**config.mk**
```make
export PLATFORM = sky130hd
export DESIGN_NAME = ttw_ctrl
export DESIGN_NICKNAME = d
export VERILOG_FILES = /design/src/rtl/ttw_pkg.sv /design/src/rtl/ttw_ctrl.sv
export SDC_FILE = /design/constraint.sdc
export NUM_CORES = 1
export LEC_CHECK = 0
export BUFFER_PORTS_ARGS = -buffer_cell sky130_fd_sc_hd__buf_2
export CAP_MARGIN = 20
export CORE_AREA = 3 3 40 42
export CTS_CLUSTER_SIZE = 10
export DETAILED_ROUTE_END_ITERATION = 12
export DIE_AREA = 0 0 43 45
export PLACE_DENSITY_LB_ADDON = 0.12
export RECOVER_POWER = 50
export SETUP_SLACK_MARGIN = 0.05
export SLEW_MARGIN = 5
export SYNTH_ARGS = -nofsm -noshare
export SYNTH_HDL_FRONTEND = slang
export SYNTH_SLANG_ARGS = --single-unit
```
**constraint.sdc**
```tcl
create_clock -name clk -period 3.05 [get_ports clk]
set_clock_uncertainty 0.05 [all_clocks]
set_input_delay 0.1525 -clock clk [delete_from_list [all_inputs] [get_ports clk]]
set_output_delay 0.1525 -clock clk [all_outputs]
set_load 0.02 [all_outputs]
```
**src/rtl/ttw_pkg.sv**
```systemverilog
// Shared constants, codes and controller/datapath interface types for the
// text-mode terminal writer. No dependencies.
package ttw_pkg;

    // Screen geometry and field widths
    localparam int COLUMNS    = 80;
    localparam int ROWS       = 25;
    localparam int CELL_COUNT = ROWS * COLUMNS;
    localparam int ADDR_W     = $clog2(CELL_COUNT);
    localparam int ROW_W      = 5;
    localparam int COL_W      = 7;
    localparam int CHAR_W     = 8;
    localparam int COLOR_W    = 8;
    localparam int CELL_W     = CHAR_W + COLOR_W;

    localparam logic [ROW_W-1:0]  ROW_LAST     = ROW_W'(ROWS - 1);
    localparam logic [COL_W-1:0]  COL_LAST     = COL_W'(COLUMNS - 1);
    localparam logic [ADDR_W-1:0] CNT_COPY_END = ADDR_W'(CELL_COUNT - COLUMNS);
    localparam logic [ADDR_W-1:0] CNT_END      = ADDR_W'(CELL_COUNT - 1);

    // Character codes and the attribute used by the power-up clearing pass
    localparam logic [CHAR_W-1:0]  CH_NEWLINE   = 8'd10;
    localparam logic [CHAR_W-1:0]  CH_BACKSPACE = 8'd8;
    localparam logic [CHAR_W-1:0]  CH_SPACE     = 8'd32;
    localparam logic [COLOR_W-1:0] RESET_COLOR  = 8'h0F;

    typedef enum logic [1:0] {
        OP_PUT   = 2'd0,
        OP_CLEAR = 2'd1,
        OP_READ  = 2'd2,
        OP_NONE  = 2'd3
    } opcode_t;

    typedef enum logic [5:0] {
        S_INIT   = 6'b000001,
        S_IDLE   = 6'b000010,
        S_SCROLL = 6'b000100,
        S_BLANK  = 6'b001000,
        S_CLEAR  = 6'b010000,
        S_EMIT   = 6'b100000
    } state_t;

    // Controller to datapath
    typedef struct packed {
        logic accept;        // item taken this cycle
        logic copy;          // scroll copy step
        logic blank;         // blank the cell at the sweep counter
        logic blank_reset;   // blank with the power-up attribute
        logic cnt_step;
        logic cnt_zero;
        logic emit;          // load the result register
    } cmd_t;

    // Datapath to controller
    typedef struct packed {
        logic put_scroll;    // a put item at the inputs would scroll
        logic cnt_copy_end;
        logic cnt_end;
        logic out_free;
    } status_t;

    // Linear cell address of a row and column
    function automatic logic [ADDR_W-1:0] cell_addr(input logic [ROW_W-1:0] r,
                                                    input logic [COL_W-1:0] c);
        cell_addr = ADDR_W'(r) * ADDR_W'(COLUMNS) + ADDR_W'(c);
    endfunction

endpackage

```
**src/rtl/ttw_ctrl.sv**
```systemverilog
// Controller state machine of the terminal writer: sequences item accept,
// screen sweeps and result hand-off. Depends on ttw_pkg.
module ttw_ctrl (
    input  logic              clk,
    input  logic              rst_n,
    input  logic              in_valid,
    input  logic [1:0]        opcode,
    input  ttw_pkg::status_t  status,
    output logic              in_ready,
    output ttw_pkg::cmd_t     cmd
);
    import ttw_pkg::*;

    state_t state_reg;
    state_t state_next;

    // Hold state; the clearing pass runs first after reset
    always_ff @(posedge clk or negedge rst_n)
    begin
        if (!rst_n)
        begin
            state_reg <= S_INIT;
        end
        else
        begin
            state_reg <= state_next;
        end
    end

    assign in_ready = (state_reg == S_IDLE);

    // Decode next state and commands
    always_comb
    begin
        state_next = state_reg;
        cmd        = '0;
        unique case (state_reg) inside
            S_INIT:
            begin
                cmd.blank       = 1'b1;
                cmd.blank_reset = 1'b1;
                if (status.cnt_end)
                begin
                    cmd.cnt_zero = 1'b1;
                    state_next   = S_IDLE;
                end
                else
                begin
                    cmd.cnt_step = 1'b1;
                end
            end
            S_IDLE:
            begin
                if (in_valid)
                begin
                    cmd.accept = 1'b1;
                    unique case (opcode_t'(opcode))
                        OP_PUT:   state_next = status.put_scroll ? S_SCROLL : S_EMIT;
                        OP_CLEAR: state_next = S_CLEAR;
                        OP_READ:  state_next = S_EMIT;
                        OP_NONE:  state_next = S_EMIT;
                        default:  state_next = S_EMIT;
                    endcase
                end
            end
            S_SCROLL:
            begin
                cmd.copy = 1'b1;
                if (status.cnt_copy_end)
                begin
                    state_next = S_BLANK;
                end
                else
                begin
                    cmd.cnt_step = 1'b1;
                end
            end
            S_BLANK, S_CLEAR:
            begin
                cmd.blank = 1'b1;
                if (status.cnt_end)
                begin
                    cmd.cnt_zero = 1'b1;
                    state_next   = S_EMIT;
                end
                else
                begin
                    cmd.cnt_step = 1'b1;
                end
            end
            S_EMIT:
            begin
                if (status.out_free)
                begin
                    cmd.emit   = 1'b1;
                    state_next = S_IDLE;
                end
            end
            default:
            begin
                state_next = S_INIT;
            end
        endcase
    end

endmodule

```
==> results of run 1 <==
==> routing by layer <==
layer  routed length (um)  GRT usage  part of all wire
met1                  515      0.149              0.52
met2                  428      0.177              0.43
met3                   51     0.0637             0.051
met4                    0     0.0361                 0
met5                    0          0                 0
==> metrics by stage <==
stage | hold slack [ns] | total power [W] | instances
after floorplan | -0.193 | 0.000287 | 46
after global placement | -0.0677 | 0.000355 | 76
after detailed placement | -0.0684 | 0.000349 | 76
after CTS | 0.0666 | 0.000433 | 82
after global routing | 0.0763 | 0.000453 | 82
final | 0.0747 | 0.000417 | 82
==> cell families after synthesis <==
family / Yosys count / share of synthesized area
AND/OR/NAND/NOR: 20 / 0.326
XOR/XNOR: 2 / 0.0404
AO/OA/AOI/OAI: 11 / 0.190
buffers and inverters: 6 / 0.0692
flip-flops: 6 / 0.349
multiplexers: 1 / 0.0259
==> layout make-up <==
type                            count  area share
Multi-Input combinational cell     34       0.433
Timing Repair Buffer               18       0.178
Clock buffer                        4      0.0474
Inverter                            5      0.0339
Tap cell                           15      0.0339
Sequential cell                     6       0.273
==> worst register-to-register path, delay by kind of cell, from the launching register on <==
kind               cells  cell delay [ns]
and+or+nand+nor        2             0.65
DFF                    1             0.46
AOI/OAI and AO/OA      1             0.37
muxes                  1             0.36
==> report_power, final <==
group | internal, W | switching (W)
clock network | 0.0000496 | 0.0000288
registers | 0.0000995 | 0.0000262
logic | 0.0000869 | 0.000126
total | 0.000236 | 0.000181
==> how the worst max path moves through the flow <==
stage	start	to	slack [ns]
global placement	state_reg[4]	state_reg[3]	1.28
detailed placement	state_reg[5]	state_reg[3]	1.28
finish	state_reg[4]	state_reg[3]	1.06
floorplan	state_reg[4]	state_reg[3]	1.40
global route	state_reg[4]	state_reg[3]	0.88
CTS	state_reg[4]	cmd[0]	1.19
==> synth_stat cells (2+ instances only) <==
cell	number	area share
a21oi_1	2	0.023
nand2_1	2	0.017
nor4_2	2	0.058
or4_1	2	0.035
nor2_1	4	0.035
dfrtp_1	5	0.29
inv_1	5	0.043
==> flow_summary_export.csv, run 1 <==
group,metric,value,unit
cells_and_area,largest_reg_flops,6,
synth,syn_area_per_cell,9.44,sq um
cells_and_area,n_antenna_cell,0,
floorplanning,core-area,1280,sq um
cts,cts_resized,0,
drt,vias,407,
worst_setup_path,reg2reg_from,"state_reg[4]",
outcome,status,"complete, no violations",
hold_path,hold_class,"in -> reg",
cells_and_area,seqCellArea,151,sq um
timing,setup_viol_count_final,0,
timing,min_period,1.99,ns
cells_and_area,nNetsFinal,77,
timing,rsz0062_at_grt,"false",
worst_setup_path,rrSetupSlack,1.06,ns
placed_design,placed_area,522,sq um
worst_setup_path,arrival,2.07,ns
worst_setup_path,startpoint_type,"register",
cells_and_area,final_common_cell,"buf_2",
timing,slew_headroom,0.654,
worst_setup_path,worst-r2r-cell-count,4,
timing,max_freq,0.502,GHz
cts,clock_latency,0.24,ns
worst_setup_path,path_depth,4,
synth,yosys.cell_types.count,31,
grt,grt-ovfl-total,0,
floorplanning,std_cell_rows,13,
grt,grt.total_usage,0.118,
drt,drc,0,
cells_and_area,fin_area,554,sq um
synth,ys_seq_elements,6,
cts,cts_made_buffers,3,
drt,dr.pass1.iters,4,
synth,syn-num-nets,55,
pwr,pwr_density_cell,753,nW/um^2
cts,cts_tree,"done",
drt,viasPerCell,4.96,
drt,drt_iter0_drc,4,
timing,max_slew.worst_pin.slew,0.515,ns
floorplanning,die_w,43,um
timing,report.final.hold_viol_count,0,
cells_and_area,multiInputGateArea,240,sq um
worst_setup_path,critPathTopFamily,"simple AND/OR/NAND/NOR gates",
cts,clk_path_buf_depth,2,
cts,clkTransAtPathRegs,0.05,ns
synth,yosysWarnings,0,
cells_and_area,drive_gt1_frac,0.328,
placed_design,gp_congestion,0.756,
synth,synth_edf_count,0,
drt,wl_per_cell,12.1,um
grt,grt_max_degree,8,
cts,cts-htree-levels,1,
synth,syn_area,434,sq um
timing,finalMaxSlewViolations,0,
worst_setup_path,slowest_delay,0.51,ns
synth,synthCells,46,
synth,synth_ff_type,"dfrtp_1",
pwr,p_leak,0.287,nW
placed_design,io_buffers,16,
timing,post-route-period-util,0.653,
grt,grt_pass1_wl,1680,um
worst_setup_path,critPathSlowestCell,"nor4_1",
worst_setup_path,rr_endpoint,"state_reg[3]",
floorplanning,dieArea,1940,sq um
floorplanning,start_util,0.338,
worst_setup_path,critical_path_class,"reg -> reg",
cts,cts_root_buffer,"clkbuf_4",
timing,finalSetupTns,0,ns
timing,setup_ws,1.06,ns
drt,detail-route-antenna-nets,0,
cells_and_area,syn2layout_area_growth,27.7,%
cells_and_area,postLayoutCoreUtil,0.431,
hold_path,hold_start,"opcode[1]",
worst_setup_path,end_kind,"register",
job,maxCapViolations,0,
cts,cts_hold_buf,2,
synth,yosysSeqAreaShare,0.349,
floorplanning,pin_count,17,
worst_setup_path,critical_path_buf_inv_count,0,
worst_setup_path,cp.required,3.12,ns
cells_and_area,mostFrequentLayoutCells,"buf_2 (15), inv_1 (5), dfrtp_1 (5)",
cells_and_area,fillers,139,
hold_path,hold_path_depth,2,
cts,cts_setup_buffers,0,
floorplanning,fp.dieH,45,um
drt,routed_wl,995,um
hold_path,worstHoldEndpoint,"state_reg[2]",
placed_design,dp_slack,1.28,ns
worst_setup_path,crit_chain,"nor4_1 > nand2_2 > o2111ai_1 > mux2_1",
grt,antenna_found_initial,0,
synth,synthArstFlopShare,1.00,
pwr,max-vdd-ir-drop,293,uV
grt,grt_pass1_vias,400,
worst_setup_path,cp_max_fo,7,
cts,clkSinkCount,6,
(Power assumes the default switching activity.)
==> run 2: changes to the inputs <==
Settings changed: ABC_AREA set to 1.
Clock period 3.05 ns to 1.75 ns, I/O delays scaled along.
==> run 2 against run 1 <==
Net effect: first-iteration DRC count is 100% higher; critical path depth rose by 3; global-route usage rose by 2.1 points; clock power rose by 68%; register-to-register slack got worse by 0.72 ns; non-clock buffer count stayed put; critical endpoint is now cmd[2].
==> flow_summary_export.csv, run 2 <==
group,metric,value,unit
cells_and_area,n_antenna_cell,0,
grt,grt_pass1_wl,1880,um
timing,slew_headroom,0.805,
cts,clkSinkCount,6,
grt,grt.total_usage,0.139,
cts,cts_tree,"done",
cells_and_area,nNetsFinal,101,
cells_and_area,fillers,156,
worst_setup_path,arrival,1.45,ns
synth,synth_area_leaders,"dfrtp_1 (28%), inv_1 (13%), nand2_1 (13%)",
drt,drt_iter0_drc,8,
synth,ys_seq_elements,6,
timing,rsz0062_at_grt,"false",
timing,max_slew.worst_pin.slew,0.293,ns
drt,drc,0,
cells_and_area,mostFrequentLayoutCells,"inv_1 (16), nand2_1 (16), buf_2 (14)",
synth,synth_ff_type,"dfrtp_1",
synth,yosysSeqAreaShare,0.335,
pwr,max-vdd-ir-drop,620,uV
timing,finalMaxSlewViolations,0,
synth,synth.cells.most_frequent,"inv_1 (16), nand2_1 (16), nor2_1 (8)",
synth,synthArstFlopShare,1.00,
job,maxCapViolations,0,
drt,wl_per_cell,9.74,um
timing,setup_viol_count_final,0,
floorplanning,start_util,0.352,
synth,yosysTopAreaCell,"dfrtp_1",
drt,routed_wl,1030,um
cts,cts_made_buffers,3,
synth,synth_edf_count,0,
pwr,p_leak,0.395,nW
cells_and_area,syn2layout_area_growth,34.1,%
timing,min_period,1.59,ns
cts,clock_latency,0.24,ns
synth,syn_area_per_cell,6.55,sq um
timing,finalSetupTns,0,ns
synth,synthCells,69,
synth,syn_area,452,sq um
cts,cts-htree-levels,1,
grt,grt_max_degree,7,
synth,yosys.cell_types.count,15,
floorplanning,die_w,43,um
worst_setup_path,critical_path_class,"reg -> out",
grt,antenna_found_initial,0,
worst_setup_path,cp_max_fo,5,
cells_and_area,drive_gt1_frac,0.308,
cts,cts_root_buffer,"clkbuf_4",
timing,post-route-period-util,0.907,
floorplanning,std_cell_rows,13,
drt,detail-route-antenna-nets,0,
drt,dr.pass1.iters,4,
cts,clkTransAtPathRegs,0.05,ns
floorplanning,core-area,1280,sq um
hold_path,hold_class,"in -> reg",
synth,yosysWarnings,0,
grt,grt-ovfl-total,0,
grt,grt_pass1_vias,456,
outcome,status,"complete, no violations",
cells_and_area,largest_reg_flops,6,
cts,clk_path_buf_depth,2,
worst_setup_path,cp.required,1.61,ns
synth,synth_top_area_share,0.277,
placed_design,gp_congestion,0.795,
floorplanning,pin_count,17,
placed_design,io_buffers,16,
drt,vias,496,
pwr,pwr_density_cell,1370,nW/um^2
timing,report.final.hold_viol_count,0,
pwr,finalPower,0.000828,W
drt,viasPerCell,4.68,
timing,max_freq,0.630,GHz
placed_design,dp_hpwl,867,um
synth,syn-num-nets,78,
worst_setup_path,startpoint_type,"register",
floorplanning,fp.dieH,45,um
worst_setup_path,end_kind,"output pin",
floorplanning,dieArea,1940,sq um
-- run 2: cell count changes in the layout (fill, tap and decap cells not counted), sizes merged, moves of 2 or more --
cell / previous run / this run
nand2: 3 / 17
inv: 5 / 17
nand3: 1 / 8
nor2: 4 / 11
nand4: 0 / 5
and3b: 3 / 0
a21oi: 2 / 0
nor4: 2 / 0
o2111ai: 2 / 0
or4: 2 / 0
-- run 2: cells by family after synthesis --
logic type | share of synthesized area
AND/OR/NAND/NOR | 0.485
flip-flops | 0.335
buffers and inverters | 0.141
AO/OA/AOI/OAI | 0.0388
-- run 2: timing repair --
| item | 4_1_cts | 5_1_grt |
|---|---|---|
| buffers inserted | 0 | 1 |
| hold buffers | 1 | 0 |
| endpoints found under the setup margin | 0 | 1 |
| hold endpoints to repair | 6 | 0 |
| resized for setup | 0 | 4 |
-- run 2: path summary, 6_finish.rpt --
check,from,endpoint,slack [ns],cells after the start
worst max register to register,state_reg[0],state_reg[1],0.34,7
worst max-delay path,state_reg[0],cmd[2],0.16,7
worst min-delay path,opcode[0],state_reg[4],0.02,3
max in group asynchronous,rst_n,state_reg[0],1.17,2
worst min register to register,state_reg[3],state_reg[3],0.51,2
min in group asynchronous,rst_n,state_reg[4],0.19,2
-- run 2: critical path: stages, from the launching register on --
cell and delay [ns]:
dfstp_2 0.55, inv_1 0.04, nor2_1 0.12, nand3_2 0.11
nand3_2 0.10, nand2_2 0.09, nand2_1 0.07, buf_4 0.14
-- run 2: metrics by stage --
step	cell area (sq um)	util	hold WS [ns]	instances	setup slack, ns
2_1_floorplan	452	-	-0.258	69	0.425
3_3_place_gp	551	0.428	-0.138	100	0.383
3_5_place_dp	551	0.428	-0.138	100	0.390
4_1_cts	587	0.457	0.0167	105	0.123
5_1_grt	606	0.471	0.0361	106	0.0562
6_report	606	0.471	0.0218	106	0.162
-- run 2: power by group --
part | total (W) | leakage [nW] | switching, W | internal, W
Clock | 0.000132 | 0.0150 | 0.0000459 | 0.0000861
Sequential | 0.000222 | 0.0785 | 0.0000403 | 0.000182
Combinational | 0.000474 | 0.302 | 0.000304 | 0.000169
-- run 2: layout make-up --
type / instances / area, sq um / share of cell area
sequential: 6 / 151 / 0.250
timing repair buffer: 18 / 98.8 / 0.163
clock buffer: 4 / 26.3 / 0.0434
multi-input combinational: 46 / 246 / 0.407
tap: 15 / 18.8 / 0.0310
inverter: 17 / 63.8 / 0.105
-- run 2: layer usage --
metal / track usage / wire length [um]
met2: 0.213 / 525
met3: 0.0359 / 95
met1: 0.167 / 390
met5: 0 / 0
met4: 0.108 / 19
==> run 3: changes to the inputs <==
Settings changed: CTS_BUF_LIST set to sky130_fd_sc_hd__clkbuf_8.
==> run 3 against run 2 <==
Net effect: clock-buffer cell count is 1 lower; critical path type unchanged; worst hold slack better by 0.022 ns; maximum frequency is 1.2% lower; highest routed layer unchanged; sequential share of layout area is 0.36 points lower.
==> flow_summary_export.csv, run 3 (synthesized netlist as in run 2, its figures left out) <==
group,metric,value,unit
outcome,status,"complete, no violations",
hold_path,hold_class,"in -> reg",
grt,antenna_found_initial,0,
drt,drc,0,
worst_setup_path,cp_max_fo,5,
worst_setup_path,startpoint_type,"register",
grt,grt-busiest-layer,"met2",
cts,cts_root_buffer,"clkbuf_8",
cts,cts-htree-levels,1,
cells_and_area,syn2layout_area_growth,36.0,%
job,maxCapViolations,0,
pwr,p_leak,0.402,nW
drt,viasPerCell,4.63,
cts,clkTransAtPathRegs,0.04,ns
drt,wl_per_cell,9.77,um
timing,report.final.hold_viol_count,0,
grt,grt.total_usage,0.140,
drt,detail-route-antenna-nets,0,
floorplanning,std_cell_rows,13,
drt,routed_wl,1030,um
timing,finalSetupTns,0,ns
drt,drt_iter0_drc,5,
cells_and_area,largest_reg_flops,6,
cells_and_area,nNetsFinal,100,
timing,min_period,1.61,ns
placed_design,gp_congestion,0.795,
grt,use_met1,0.167,
cells_and_area,n_antenna_cell,0,
grt,globalRouteMet3Util,0.0359,
grt,use_met2,0.216,
cts,clock_latency,0.22,ns
cts,clk_path_buf_depth,2,
grt,grt_pass1_wl,1900,um
grt,grt_max_degree,7,
worst_setup_path,critical_path_class,"reg -> out",
placed_design,dp_slack,0.390,ns
placed_design,io_buffers,16,
timing,whs,0.0435,ns
cells_and_area,drive_gt1_frac,0.300,
floorplanning,core-area,1280,sq um
pwr,pwr_density_cell,1420,nW/um^2
cts,clkSinkCount,6,
cts,cts_setup_buffers,0,
cells_and_area,final_common_cell,"inv_1",
drt,dr.pass1.iters,4,
timing,slew_headroom,0.805,
grt,grt_pass1_vias,458,
timing,max_freq,0.622,GHz
timing,setup_ws,0.143,ns
cells_and_area,mostFrequentLayoutCells,"inv_1 (17), nand2_1 (16), buf_2 (15)",
worst_setup_path,arrival,1.47,ns
worst_setup_path,end_kind,"output pin",
timing,setup_viol_count_final,0,
floorplanning,die_w,43,um
timing,post-route-period-util,0.918,
timing,rsz0062_at_grt,"false",
grt,grt-ovfl-total,0,
floorplanning,start_util,0.352,
cts,cts_made_buffers,3,
drt,vias,486,
cts,cts_tree,"done",
floorplanning,pin_count,17,
timing,max_slew.worst_pin.slew,0.293,ns
floorplanning,dieArea,1940,sq um
placed_design,dp_hpwl,867,um
pwr,max-vdd-ir-drop,728,uV
timing,finalMaxSlewViolations,0,
floorplanning,fp.dieH,45,um
worst_setup_path,cp.required,1.61,ns
-- run 3: cell types whose count changed in the layout (fill, tap and decap cells not counted), sizes merged --
cell	previous run	this run
buf	16	15
inv	17	18
clkbuf	5	4
-- run 3: timing repair --
action	4_1_cts	5_1_grt
hold buffers	1	0
resized for setup	0	3
hold endpoints to repair	6	0
setup endpoints to repair	0	1
-- run 3: worst paths after layout --
kind                                    from           end  slack (ns)  cells past startpoint
worst max-delay path            state_reg[0]        cmd[2]        0.14                      7
worst min-delay path               opcode[0]  state_reg[4]        0.04                      3
worst max register to register  state_reg[0]  state_reg[1]        0.39                      7
worst min register to register  state_reg[3]  state_reg[3]        0.51                      2
max in group asynchronous              rst_n  state_reg[0]        1.15                      2
min in group asynchronous              rst_n  state_reg[4]        0.21                      2
-- run 3: layout make-up --
class                      count  area [sq um]
multi-input combinational     46           246
fill                         153           671
tap                           15          18.8
clock inverter                 1          3.75
clock buffer                   3          41.3
timing repair buffer          17          88.8
inverter                      17          63.8
sequential                     6           151
-- run 3: metrics by stage --
step	util	power [W]	instances	cell area [sq um]
5_1_grt	0.478	0.000960	105	614
3_3_place_gp	0.428	0.000666	100	551
4_1_cts	0.471	0.000875	105	606
2_1_floorplan	-	0.000523	69	452
6_report	0.478	0.000874	105	614
3_5_place_dp	0.428	0.000659	100	551
-- run 3: routing by layer --
metal	wire (um)	up-vias
met1	432	211
li1	-	257
met2	507	16
met3	66	2
met5	0	-
met4	19	0
-- run 3: critical path, stage by stage, from the launching register on --
cell     delay [ns]
dfstp_2        0.55
inv_1          0.04
nor2_1         0.12
nand3_2        0.12
nand3_2        0.11
nand2_2        0.09
nand2_1        0.06
buf_2          0.16
-- run 3: report_power, final --
part           internal, W  switching, W  total (W)  leakage [nW]
combinational     0.000145      0.000301   0.000446         0.297
clock             0.000150     0.0000550   0.000205        0.0269
sequential        0.000182     0.0000405   0.000223        0.0785
total             0.000478      0.000396   0.000874         0.402
